`src/hw/rtl/pst_pkg.sv`:
```
// ----------------------------------------------------------------------------
// pst_pkg
// shared types and character constants of the punctuation spacing tokenizer
// ----------------------------------------------------------------------------
package pst_pkg;

	localparam int WIN_DEPTH = 8;
	localparam int SLOTS     = 3;
	localparam int BACK_MAX  = 5;
	localparam int OUT_MAX   = 9;

	typedef logic [7:0] byte_t;
	typedef logic [2:0] seen_t;
	typedef logic [1:0] pend_t;
	typedef logic [3:0] cnt_t;

	localparam seen_t SEEN_MAX = 3'd7;

	localparam byte_t CH_DOT   = 8'h2E;
	localparam byte_t CH_COMMA = 8'h2C;
	localparam byte_t CH_DASH  = 8'h2D;
	localparam byte_t CH_APOS  = 8'h27;
	localparam byte_t CH_SPACE = 8'h20;
	localparam byte_t CH_NL    = 8'h0A;
	localparam byte_t CH_Z     = 8'h7A;
	localparam byte_t CH_N     = 8'h6E;
	localparam byte_t CH_NONE  = 8'h00;

	// output history carried from one decision to the next
	typedef struct packed {
		byte_t prev_char;
		logic  emitted;
	} ctx_t;

endpackage

```
`src/hw/rtl/punctuation_spacing_tokenizer.sv`:
```
// ----------------------------------------------------------------------------
// punctuation_spacing_tokenizer
// copies a byte stream and places spaces around non-word characters
// ----------------------------------------------------------------------------
// Input channel item_valid/item_stall carries char_in and end_of_text, one
// text byte per transfer; end_of_text marks the last byte of a text. Output
// channel result_valid/result_stall carries char_out and last_out, one byte
// per transfer; last_out marks the final byte of the text.
// An accepted byte waits in the input register, is decided against the
// byte window and the output history, and its bytes are registered in
// the result register, from which they are offered.
// Each byte is decided once two later bytes are known, so output lags input
// by two bytes; end_of_text decides the pending bytes at once (up to nine
// output bytes). The result port moves one byte a cycle while result_stall
// is low. An item makes up to three output bytes in mid text, one to nine
// at end of text, and an item that makes none leaves the result register
// untouched.
// The result register takes a new item in the cycle its last byte leaves.
// While result_stall is high the result bytes hold, and item_stall rises
// once the input register holds an item with output bytes. Reset clears
// the window and history; the end-of-text item returns the state to reset.
// ----------------------------------------------------------------------------
module punctuation_spacing_tokenizer import pst_pkg::*; (
	input  logic  clk,
	input  logic  arst_n,
	input  logic  item_valid,
	output logic  item_stall,
	input  byte_t char_in,
	input  logic  end_of_text,
	output logic  result_valid,
	input  logic  result_stall,
	output byte_t char_out,
	output logic  last_out
);

	logic  valid_s1;
	byte_t char_s1;
	logic  eot_s1;

	byte_t window_q [WIN_DEPTH];
	seen_t seen_q;
	pend_t pending_q;
	ctx_t  ctx_q;

	byte_t win_c [WIN_DEPTH];
	pend_t pend_new;
	logic  active [SLOTS];
	byte_t cur_c [SLOTS];
	byte_t next1_c [SLOTS];
	byte_t next2_c [SLOTS];
	byte_t back_c [SLOTS][BACK_MAX];
	seen_t seen_c [SLOTS + 1];
	ctx_t  ctx_c [SLOTS + 1];
	ctx_t  ctx_d [SLOTS];
	logic  pre_c [SLOTS];
	logic  post_c [SLOTS];

	byte_t list_c [OUT_MAX];
	cnt_t  list_cnt;

	logic  buf_free;
	logic  buf_load;
	logic  s1_go;
	logic  accept;

	assign s1_go      = valid_s1 && (list_cnt == '0 || buf_free);
	assign buf_load   = s1_go && (list_cnt != '0);
	assign item_stall = valid_s1 && !s1_go;
	assign accept     = item_valid && !item_stall;

	// input register
	always_ff @(posedge clk or negedge arst_n) begin
		if (!arst_n) begin
			valid_s1 <= 1'b0;
		end else if (accept) begin
			valid_s1 <= 1'b1;
		end else if (s1_go) begin
			valid_s1 <= 1'b0;
		end
	end

	always_ff @(posedge clk) begin
		if (accept) begin
			char_s1 <= char_in;
			eot_s1  <= end_of_text;
		end
	end

	// shifted window and which positions get decided
	always_comb begin
		for (int i = 0; i < WIN_DEPTH - 1; i++) begin
			win_c[i] = window_q[i + 1];
		end
		win_c[WIN_DEPTH - 1] = char_s1;
		pend_new = ((pending_q == 2'd3) ? 2'd2 : pending_q) + 2'd1;

		active[0] = (pend_new == 2'd3);
		active[1] = eot_s1 && (pend_new >= 2'd2);
		active[2] = eot_s1;

		for (int j = 0; j < SLOTS; j++) begin
			cur_c[j] = win_c[WIN_DEPTH - SLOTS + j];
			for (int k = 0; k < BACK_MAX; k++) begin
				back_c[j][k] = win_c[WIN_DEPTH - SLOTS + j - k - 1];
			end
		end
		next1_c[0] = win_c[WIN_DEPTH - 2];
		next2_c[0] = win_c[WIN_DEPTH - 1];
		next1_c[1] = win_c[WIN_DEPTH - 1];
		next2_c[1] = CH_NONE;
		next1_c[2] = CH_NONE;
		next2_c[2] = CH_NONE;
	end

	// decision chain, oldest pending byte first
	assign seen_c[0] = seen_q;
	assign ctx_c[0]  = ctx_q;

	for (genvar j = 0; j < SLOTS; j++) begin : g_slot
		pst_decide u_decide (
			.cur     (cur_c[j]),
			.next1   (next1_c[j]),
			.next2   (next2_c[j]),
			.back    (back_c[j]),
			.seen    (seen_c[j]),
			.ctx_i   (ctx_c[j]),
			.pre_sp  (pre_c[j]),
			.post_sp (post_c[j]),
			.ctx_o   (ctx_d[j])
		);

		assign ctx_c[j + 1]  = active[j] ? ctx_d[j] : ctx_c[j];
		assign seen_c[j + 1] = (active[j] && seen_c[j] != SEEN_MAX) ?
			seen_c[j] + 3'd1 : seen_c[j];
	end

	// pack the output bytes of the item
	always_comb begin
		cnt_t off;
		off = '0;
		for (int e = 0; e < OUT_MAX; e++) begin
			list_c[e] = CH_SPACE;
		end
		for (int j = 0; j < SLOTS; j++) begin
			if (active[j] && pre_c[j]) begin
				list_c[off] = CH_SPACE;
				off = off + cnt_t'(1);
			end
			if (active[j]) begin
				list_c[off] = cur_c[j];
				off = off + cnt_t'(1);
			end
			if (active[j] && post_c[j]) begin
				list_c[off] = CH_SPACE;
				off = off + cnt_t'(1);
			end
		end
		list_cnt = off;
	end

	// window and output history
	always_ff @(posedge clk or negedge arst_n) begin
		if (!arst_n) begin
			for (int i = 0; i < WIN_DEPTH; i++) begin
				window_q[i] <= CH_NONE;
			end
			seen_q    <= '0;
			pending_q <= '0;
			ctx_q     <= '0;
		end else if (s1_go) begin
			if (eot_s1) begin
				for (int i = 0; i < WIN_DEPTH; i++) begin
					window_q[i] <= CH_NONE;
				end
				seen_q    <= '0;
				pending_q <= '0;
				ctx_q     <= '0;
			end else begin
				window_q  <= win_c;
				seen_q    <= seen_c[SLOTS];
				pending_q <= (pend_new == 2'd3) ? 2'd2 : pend_new;
				ctx_q     <= ctx_c[SLOTS];
			end
		end
	end

	pst_outbuf u_outbuf (
		.clk          (clk),
		.arst_n       (arst_n),
		.load         (buf_load),
		.load_bytes   (list_c),
		.load_cnt     (list_cnt),
		.load_last    (eot_s1),
		.free         (buf_free),
		.result_valid (result_valid),
		.result_stall (result_stall),
		.char_out     (char_out),
		.last_out     (last_out)
	);

	// an empty input register never holds off the sender
	a_no_stall_empty: assert property (@(posedge clk) disable iff (!arst_n)
		!valid_s1 |-> !item_stall)
		else $error("item_stall with empty input register");

	// end of text always yields at least one byte
	a_eot_output: assert property (@(posedge clk) disable iff (!arst_n)
		(s1_go && eot_s1) |-> (list_cnt != '0))
		else $error("end of text produced no output");

	// a finished text leaves the state at its reset value
	a_eot_reset: assert property (@(posedge clk) disable iff (!arst_n)
		(s1_go && eot_s1) |=> (seen_q == '0 && pending_q == '0 && !ctx_q.emitted))
		else $error("state not cleared after end of text");

	// a byte in mid text yields at most space, byte, space
	a_mid_count: assert property (@(posedge clk) disable iff (!arst_n)
		(s1_go && !eot_s1) |-> (list_cnt <= cnt_t'(3)))
		else $error("too many bytes for one item in mid text");

endmodule

```
`src/hw/rtl/pst_decide.sv`:
```
// ----------------------------------------------------------------------------
// pst_decide
// word/non-word decision for one byte and the spaces placed around it
// ----------------------------------------------------------------------------
module pst_decide import pst_pkg::*; (
	input  byte_t cur,
	input  byte_t next1,
	input  byte_t next2,
	input  byte_t back [BACK_MAX],
	input  seen_t seen,
	input  ctx_t  ctx_i,
	output logic  pre_sp,
	output logic  post_sp,
	output ctx_t  ctx_o
);

	function automatic logic is_upper(input byte_t c);
		return c >= "A" && c <= "Z";
	endfunction

	function automatic logic is_lower(input byte_t c);
		return c >= "a" && c <= "z";
	endfunction

	function automatic logic is_letter(input byte_t c);
		return is_upper(c) || is_lower(c);
	endfunction

	function automatic logic is_numeral(input byte_t c);
		return c >= "0" && c <= "9";
	endfunction

	function automatic logic is_alnum(input byte_t c);
		return is_letter(c) || is_numeral(c);
	endfunction

	function automatic logic ci(input byte_t c, input byte_t lower);
		return c == lower || c == (lower - 8'd32);
	endfunction

	logic  h1, h2, h3, h4, h5;
	byte_t b1, b2, b3, b4, b5;
	logic  dot, word;

	always_comb begin
		h1 = seen >= 3'd1;
		h2 = seen >= 3'd2;
		h3 = seen >= 3'd3;
		h4 = seen >= 3'd4;
		h5 = seen >= 3'd5;
		b1 = h1 ? back[0] : CH_NONE;
		b2 = h2 ? back[1] : CH_NONE;
		b3 = h3 ? back[2] : CH_NONE;
		b4 = h4 ? back[3] : CH_NONE;
		b5 = h5 ? back[4] : CH_NONE;
		dot = (cur == CH_DOT);

		word = is_alnum(cur) || cur == CH_SPACE;
		// separators between digits
		word = word || ((dot || cur == CH_COMMA) && h1 && is_numeral(b1) &&
			is_numeral(next1));
		// abbreviations and initials
		word = word || (dot && h1 && is_letter(b1) && is_letter(next1));
		word = word || (dot && h1 && is_letter(b1) && next1 == CH_SPACE && is_lower(next2));
		word = word || (dot && h2 && is_letter(b1) && !is_alnum(b2));
		// titles
		word = word || (dot && h5 && !is_alnum(b5) && ci(b4, "p") && b3 == "r" &&
			b2 == "o" && b1 == "f");
		word = word || (dot && h4 && !is_alnum(b4) && ci(b3, "d") && b2 == "h" && b1 == "r");
		word = word || (dot && h4 && !is_alnum(b4) && ci(b3, "d") && b2 == "r" && b1 == "s");
		word = word || (dot && h3 && !is_alnum(b3) && ci(b2, "d") && b1 == "r");
		word = word || (dot && h3 && !is_alnum(b3) && ci(b2, "i") && b1 == "r");
		word = word || (dot && h4 && !is_alnum(b4) && ci(b3, "i") && b2 == "n" && b1 == "g");
		word = word || (dot && h3 && !is_alnum(b3) && ci(b2, "m") && b1 == "w");
		word = word || (dot && h3 && !is_alnum(b3) && ci(b2, "m") && b1 == "r");
		// dash after two word characters, apostrophe in z'n
		word = word || (cur == CH_DASH && h2 && is_alnum(b1) && is_alnum(b2));
		word = word || (cur == CH_APOS && h1 && b1 == CH_Z && next1 == CH_N);

		pre_sp = !word && ctx_i.emitted && ctx_i.prev_char != CH_SPACE &&
			!(ctx_i.prev_char == CH_NL && cur == CH_NL);
		post_sp = !word && next1 != CH_NONE && next1 != CH_SPACE &&
			!(next1 == CH_NL && cur == CH_NL);

		ctx_o.prev_char = post_sp ? CH_SPACE : cur;
		ctx_o.emitted   = 1'b1;
	end

endmodule

```
`src/hw/rtl/pst_outbuf.sv`:
```
// ----------------------------------------------------------------------------
// pst_outbuf
// result register: holds one decided item, if unstalled one transfer a cycle
// ----------------------------------------------------------------------------
module pst_outbuf import pst_pkg::*; (
	input  logic  clk,
	input  logic  arst_n,
	input  logic  load,
	input  byte_t load_bytes [OUT_MAX],
	input  cnt_t  load_cnt,
	input  logic  load_last,
	output logic  free,
	output logic  result_valid,
	input  logic  result_stall,
	output byte_t char_out,
	output logic  last_out
);

	byte_t bytes_q [OUT_MAX];
	cnt_t  cnt_q;
	logic  last_q;
	logic  xfer;

	assign result_valid = (cnt_q != '0);
	assign xfer         = result_valid && !result_stall;
	assign free         = (cnt_q == '0) || (cnt_q == cnt_t'(1) && !result_stall);
	assign char_out     = bytes_q[0];
	assign last_out     = last_q && (cnt_q == cnt_t'(1));

	always_ff @(posedge clk or negedge arst_n) begin
		if (!arst_n) begin
			cnt_q  <= '0;
			last_q <= 1'b0;
		end else if (load) begin
			cnt_q  <= load_cnt;
			last_q <= load_last;
		end else if (xfer) begin
			cnt_q  <= cnt_q - cnt_t'(1);
		end
	end

	always_ff @(posedge clk) begin
		if (load) begin
			bytes_q <= load_bytes;
		end else if (xfer) begin
			for (int i = 0; i < OUT_MAX - 1; i++) begin
				bytes_q[i] <= bytes_q[i + 1];
			end
		end
	end

endmodule

```
`config.mk`:
```
export PLATFORM = sky130hd
export DESIGN_NAME = punctuation_spacing_tokenizer
export DESIGN_NICKNAME = d
export VERILOG_FILES = /design/src/hw/rtl/pst_pkg.sv /design/src/hw/rtl/punctuation_spacing_tokenizer.sv /design/src/hw/rtl/pst_decide.sv /design/src/hw/rtl/pst_outbuf.sv
export SDC_FILE = /design/constraint.sdc
export NUM_CORES = 1
export LEC_CHECK = 0
export BUFFER_PORTS_ARGS = -buffer_cell sky130_fd_sc_hd__buf_2
export CORE_MARGIN = 2
export CORE_UTILIZATION = 35
export DETAILED_ROUTE_END_ITERATION = 7
export HOLD_SLACK_MARGIN = 0.02
export PLACE_DENSITY = 0.63
export SYNTH_ARGS = -nofsm -noshare
export SYNTH_HDL_FRONTEND = slang
export SYNTH_SLANG_ARGS = --single-unit
```
`constraint.sdc`:
```
create_clock -name clk -period 8.07 [get_ports clk]
set_input_delay 0.807 -clock clk [delete_from_list [all_inputs] [get_ports clk]]
set_output_delay 0.807 -clock clk [all_outputs]
set_load 0.02 [all_outputs]
```
# [Word-level counts from Yosys, hierarchy flattened]
# Index checks and enable logic that the tools add are counted.
[totals] ff_bits=157 in_bits=13 out_inout_bits=11 wordCells=701
[classes] addsub=12 magnitude_cmp=138 n_eq_ne=100 n_mux=65 n_bitwise=22 n_reduce_logical=339
[ops] op="$eq 8x7->1 const B" count=70
[ops] op="$mux 72" count=7
[ops] op="$and 63x63->63" count=5
[ops] op="$ge 8x7->1 const B" count=36
[ops] op="$le 8x7->1 const B" count=36
[ops] op="$not 63->63" count=4
[ops] op="$demux 8 s4" count=7
[ops] op="$logic_and 1x1->1" count=210
[ops] op="$mux 8" count=24
[ops] op="$bwmux 72" count=2
[ops] op="$ge 8x6->1 const B" count=18
[ops] op="$le 8x6->1 const B" count=18
[ops] op="$mux 64" count=2
[ops] op="$eq 8x6->1 const B" count=13
[ops] op="$logic_or 1x1->1" count=98
[ops] op="$mux 56" count=1
[ops] op="$eq 8x4->1 const B" count=6
[ops] op="$or 9x9->9" count=5
[ops] op="$ne 8x6->1 const B" count=5
[ops] op="$mux 4" count=9
[ops] op="$ge 5x5->1 const B" count=7
[ops] op="$lt 5x1->1 const B" count=7
[ops] op="$not 4->5" count=7
[ops] op="$add 4x1->4 const B" count=7
[ops] op="20 further kinds" count=72

# [Logic depth before layout (Yosys ltp)]
[depth] word_depth=50 ltp_mapped=36 mapped_depth_nobuf=33

# [By module]
# From an unflattened synthesis, not the netlist that was laid out.
[unflattened] hier_cells=1544 hier_area_um2=13441.6
[by_module_without_submodules] mod="punctuation_spacing_tokenizer" instances=1 cells_per_inst=856 area_per_inst_um2=6822.8 seq_area_each_um2=2047.0
[by_module_without_submodules] mod="pst_outbuf" instances=1 cells_per_inst=187 area_per_inst_um2=3311.9 seq_area_each_um2=2287.2
[by_module_without_submodules] mod="pst_decide" instances=3 cells_per_inst=167 area_per_inst_um2=1102.3 seq_area_each_um2=0.0

# [Least setup slack after synthesis]
# OpenSTA, ideal clock, no wires.
[synth_timing] path_kind="register -> register" start="register seen_q[0]" end="register u_outbuf.bytes_q[10] in the netlist's numbering, enable pin" setup_time_ns=0.394 t_arrival_ns=7.488 required_time_ns=7.676 path_slack_ns=0.188 stages_incl_launch_ff=33 n_path_buf=2 period_less_slack_ns=7.882 path_cell_list="dfrtp_1 -> ha_1 -> ha_1 -> nor2b_1 -> buf_2 -> mux2_2 -> inv_1 -> ha_1 -> inv_1 -> ha_1 -> nor3b_1 -> o41ai_1 -> nor4_1 -> o2111ai_1 -> o2111ai_1 -> o21bai_1 -> a221oi_4 -> ha_1 -> mux2i_1 -> ha_1 -> nand2_1 -> o21ai_0 -> a21o_1 -> ha_1 -> mux2_2 -> ha_1 -> nor2_1 -> a311o_1 -> o21ai_1 -> o21ai_2 -> inv_2 -> buf_2 -> or2_2"
[synth_via] elab_chain_len=47 elab_cells_between_ends=507 classes_between="add/sub: 9; order compare: 105; eq/ne: 74; mux: 29; reduce/logical: 290"
[synth_lines] item="from (decl)" line_no="punctuation_spacing_tokenizer.sv:41" source="seen_t seen_q;"
[synth_lines] item="from (signal assigned)" line_no="punctuation_spacing_tokenizer.sv:180" source="seen_q <= seen_c[SLOTS];"
[synth_lines] item="$ge 3x3->1" line_no="pst_decide.sv:50" source="h5 = seen >= 3'd5;"
[synth_lines] item="$mux 8" line_no="pst_decide.sv:55" source="b5 = h5 ? back[4] : CH_NONE;"
[synth_lines] item="$ge 8x7->1, or another cell as far along" line_no="pst_decide.sv:18" source="return c >= \"A\" && c <= \"Z\";"
[synth_lines] item="$logic_and 1x1->1, on equally long branches" line_no="pst_decide.sv:18, pst_decide.sv:22"
[synth_lines] item="$logic_or 1x1->1" line_no="pst_decide.sv:26" source="return is_upper(c) || is_lower(c);"
[synth_lines] item="$logic_or 1x1->1" line_no="pst_decide.sv:34" source="return is_letter(c) || is_numeral(c);"
[synth_lines] item="$logic_not 1->1" line_no="pst_decide.sv:67" source="word = word || (dot && h5 && !is_alnum(b5) && ci(b4, \"p\") && b3 == \"r\" &&"
[synth_lines] item="$logic_and 1x1->1 (4 in series)" line_no="pst_decide.sv:67"
[synth_lines] item="[29 not listed]"
[synth_lines] item="$add 4x1->4" line_no="punctuation_spacing_tokenizer.sv:151" source="off = off + cnt_t'(1);"
[synth_lines] item="$mux 4 (*)" line_no="punctuation_spacing_tokenizer.sv:149" source="if (active[j]) begin"
[synth_lines] item="$logic_not 4->1" line_no="punctuation_spacing_tokenizer.sv:66" source="assign s1_go = valid_s1 && (list_cnt == '0 || buf_free);"
[synth_lines] item="$logic_or 1x1->1" line_no="punctuation_spacing_tokenizer.sv:66"
[synth_lines] item="$logic_and 1x1->1" line_no="punctuation_spacing_tokenizer.sv:66"
[synth_lines] item="$logic_and 1x1->1 (*)" line_no="punctuation_spacing_tokenizer.sv:67" source="assign buf_load = s1_go && (list_cnt != '0);"
[synth_lines] item="named net buf_load" line_no="punctuation_spacing_tokenizer.sv:62" source="logic buf_load;"
[synth_lines] item="$reduce_bool 2->1 (no source line) (*)"
[synth_lines] item="to (signal assigned)" line_no="pst_outbuf.sv:44" source="bytes_q <= load_bytes;"
[synth_lines] item="to (signal, indexed assignment)" line_no="pst_outbuf.sv:47" source="bytes_q[i] <= bytes_q[i + 1];"
[synth_lines] item="to (decl)" line_no="pst_outbuf.sv:19" source="byte_t bytes_q [OUT_MAX];"
# The timed path passes the listed nets; every way through them passes the cells marked *.
# A chain may end at the register's enable or synchronous reset.

# [Final worst setup path]
[layout_timing] start="register seen_q[0]" end="output item_stall"
[layout_via] elab_chain_len=47 elab_cells_between_ends=506 classes_between="add/sub: 9; order compare: 105; eq/ne: 74; mux: 29; reduce/logical: 289"
[layout_lines] item="$ge 3x3->1" line_no="pst_decide.sv:50"
[layout_lines] item="$mux 8" line_no="pst_decide.sv:55"
[layout_lines] item="$ge 8x7->1, or another cell as far along" line_no="pst_decide.sv:18"
[layout_lines] item="$logic_and 1x1->1, on equally long branches" line_no="pst_decide.sv:18, pst_decide.sv:22"
[layout_lines] item="$logic_or 1x1->1" line_no="pst_decide.sv:26"
[layout_lines] item="$logic_or 1x1->1" line_no="pst_decide.sv:34"
[layout_lines] item="$logic_not 1->1" line_no="pst_decide.sv:67"
[layout_lines] item="$logic_and 1x1->1 (4 in series)" line_no="pst_decide.sv:67"
[layout_lines] item="[28 not listed]"
[layout_lines] item="$mux 4 (*)" line_no="punctuation_spacing_tokenizer.sv:145" source="if (active[j] && pre_c[j]) begin"
[layout_lines] item="$add 4x1->4" line_no="punctuation_spacing_tokenizer.sv:151"
[layout_lines] item="$mux 4 (*)" line_no="punctuation_spacing_tokenizer.sv:149"
[layout_lines] item="$logic_not 4->1 (*)" line_no="punctuation_spacing_tokenizer.sv:66"
[layout_lines] item="$logic_or 1x1->1 (*)" line_no="punctuation_spacing_tokenizer.sv:66"
[layout_lines] item="$logic_and 1x1->1 (*)" line_no="punctuation_spacing_tokenizer.sv:66"
[layout_lines] item="$logic_not 1->1 (*)" line_no="punctuation_spacing_tokenizer.sv:68" source="assign item_stall = valid_s1 && !s1_go;"
[layout_lines] item="$logic_and 1x1->1 (*)" line_no="punctuation_spacing_tokenizer.sv:68"
[layout_lines] item="to (decl)" line_no="punctuation_spacing_tokenizer.sv:27" source="output logic item_stall,"
# Mark *: on every way between the ends. The rest lies on a longest branch, timed or not.

==> results by group <==
Outcome
  – Status: complete, no violations

Worst setup path
  – WP data arrival: 6.91 ns
  – CP Class: reg -> out
  – Crit path top cell by count: ha_1
  – CP required: 7.26 ns
  – CP startpoint kind: register
  – Crit-path slowest cell: dfrtp_2
  – Worst-path fanout max: 8
  – Nature of the critical path endpoint: primary output
  – Slowest Stage Delay on Critical Path: 0.44 ns

GRT
  – Initial antenna violation count: 0
  – GRT Resource Usage Total: 20.4%
  – Remaining Overflow, GRT: 0
  – Largest net degree at the start of global routing: 77
  – Number of global-route vias before repair: 9941
  – First-pass GRT wire length: 57400 um

Place
  – Post-placement setup slack: 0.0721 ns
  – IO buf count: 23
  – Final RePlAce weighted congestion: 0.910
  – DP HPWL: 25900 um

Clock network
  – TritonCTS buffer count: 17
  – CTS Sinks: 157
  – Max clock buf depth: 2
  – Cts hold-fix bufs: 0
  – Worst-path clk slew: 0.07 ns
  – Skew-Pair Late Insertion Delay: 0.46 ns
  – CTS tree: done
  – H-tree depth: 4
  – Root Driver: clkbuf_16

Power and ir drop
  – Power share of the clock group: 14.3%
  – Psw: 2600 uW
  – Comb pwr share: 57.3%
  – Peak VDD IR: 0.000295 V
  – PwrDens: 414 nW/um^2
  – Int Power: 3060 uW
  – Switching Fraction: 45.9%
  – Lkg Pwr: 0.00522 uW
  – Sequential Power Share: 28.5%

STA
  – Clock Skew: 0.0171 ns
  – Max Freq: 130 MHz
  – Fin crit share: 95.6%
  – Setup TNS: 0 ns
  – Final setup violating endpoints: 0
  – Slew HR: 22.5%
  – WHS: 0.519 ns
  – Max-slew violations: 0
  – Slew @ Worst Pin: 1.16 ns
  – Tmin final: 7.72 ns
  – RSZ-0062 raised after global routing: no
  – PnR worst setup slack: 0.355 ns
  – Final hold viol count: 0

Final layout
  – Final nets: 1290
  – Share of cells above drive strength 1: 23.0%
  – Antenna cells: 0
  – Syn-to-layout area delta: 12.1%

Drt
  – Initial DRT Pass Iterations: 5
  – Post-route DRC: 0
  – Initial DRC Count: 1137
  – Routed len/inst: 21.5 um
  – Vias: 10252
  – Total wire length: 36900 um
  – Routed Antenna Nets: 0
  – Vias per cell: 5.97

Flow run
  – MaxCap Viol Count: 0

Synth
  – Yosys reg bits: 157
  – Primary FF master, synth: edfxtp_1
  – Area contributors post-synth: edfxtp_1 20%, dfrtp_1 16%, mux2_2 6.5%
  – Cell accounting for the most synthesized area: edfxtp_1
  – Async SR Flop Fraction: 48.4%
  – Sequential area share after synthesis: 35.5%
  – Post-synth top area share: 19.9%
  – Synthesized Nets: 1281
  – Most instantiated cells after synthesis: 81 x edfxtp_1, 81 x nand2_1, 76 x dfrtp_1
  – Syn Inst Count: 1241
  – Post-synthesis instance area: 12200 sq um
  – Avg Inst Size Synth: 9.83 sq um
  – Number of distinct library cells after synthesis: 83
  – Post-synth EDFFs: 81
  – Synth warnings: 0

Die
  – Initial Util: 35.4%
  – IO Count: 24
  – Die Span Y: 191 um
  – Site row count: 68
  – Die W: 191 um
  – Core area: 34500 sq um
  – Die footprint: 36300 sq um

Hold path
  – Hold WC Path Type: in -> async
[repair_timing]
action	CTS	global route
buffers inserted	5	14
pin swaps	1	9
resized for setup	10	19
gates cloned	0	0
endpoints found under the setup margin	1	129
[layout by cell type (no fill, tap or decap), drive strengths merged, types with 19 or more instances in the layout]
master,Yosys,layout
dfrtp,76,76
inv,57,62
nand2,81,81
a211oi,19,19
nor4,26,26
nand3,29,29
nor3,57,57
nor2,66,66
mux2,165,165
nor2b,46,46
edfxtp,81,81
mux2i,37,37
a21oi,37,37
nand4,31,31
ha,27,27
o21ai,27,27
buf,37,90
[stage by stage]
stage / total power (uW) / cells / instance area (sq um) / util [%]
CTS: 5500 / 1704 / 13400 / 39.0
detailed placement: 4640 / 1667 / 12800 / 37.1
floorplan: 3800 / 1241 / 12200 / -
global route: 5990 / 1718 / 13700 / 39.7
global placement: 4600 / 1667 / 12800 / 37.1
finish: 5660 / 1718 / 13700 / 39.7
[metal layers]
metal	global-route usage [%]	up-vias	routed length [um]
met2	33.1	364	17400
met3	3.63	88	1930
met1	26.6	5101	16300
met5	0	-	0
met4	8.50	0	1250
li1	-	4699	-
[cells by family (layout without fill, tap and decap cells)]
group / after synthesis / after routing / synth area share [%]
compound gates: 199 / 199 / 12.1
xor+xnor: 14 / 14 / 1.01
fa+ha+maj: 27 / 27 / 2.77
buf+inv: 158 / 180 / 5.98
flops: 157 / 157 / 35.5
mux: 202 / 202 / 19.6
simple gates: 484 / 484 / 23.0
[critical path: cells and delay by family (launching register included)]
| kind | cells | cell delay (ns) |
|---|---|---|
| AND/OR/NAND/NOR | 8 | 1.06 |
| multiplexers | 2 | 0.51 |
| adder cells (fa/ha/maj) | 7 | 1.76 |
| flip-flops | 1 | 0.44 |
| buffers and inverters | 5 | 0.70 |
| AO/OA/AOI/OAI | 10 | 1.96 |
[worst paths after layout]
check / from / end / slack, ns / cells past startpoint
worst max-delay path: seen_q[0] / item_stall / 0.35 / 32
worst min-delay path: arst_n / back_c[47] / 0.52 / 1
worst max register to register: seen_q[0] / u_outbuf.char_out[7] / 0.60 / 33
worst min register to register: back_c[87] / back_c[87] / 0.52 / 1
max in group asynchronous: arst_n / seen_q[0] / 6.86 / 1
min in group clk: back_c[87] / back_c[87] / 0.52 / 1
[power groups by stage]
stage          clock network, uW  registers, uW  logic [uW]
2_1_floorplan                  0           1380        2420
3_3_place_gp                   0           1610        3000
3_5_place_dp                   0           1620        3030
4_1_cts                      825           1600        3070
5_1_grt                      863           1640        3480
6_report                     809           1610        3240
[final cells by class]
class | count | area [sq um]
fillers | 3361 | 20800
multi-input cells | 926 | 7300
well taps | 455 | 569
repair buffers | 90 | 658
inverters | 58 | 218
flip-flops and latches | 157 | 4340
clock buffers | 17 | 425
clock inverters | 15 | 155
[sequential cells by signal, summed over array words and instances, names as in the netlist]
register and cells:
seen_q 3, u_outbuf.char_out 8, char_s1 8, ctx_c 9
u_outbuf.last_q 1, eot_s1 1, u_outbuf.cnt_q 4, valid_s1 1
back_c 56, pending_q 2, u_outbuf.bytes_q 64
Power figures use the tool's default switching activity.
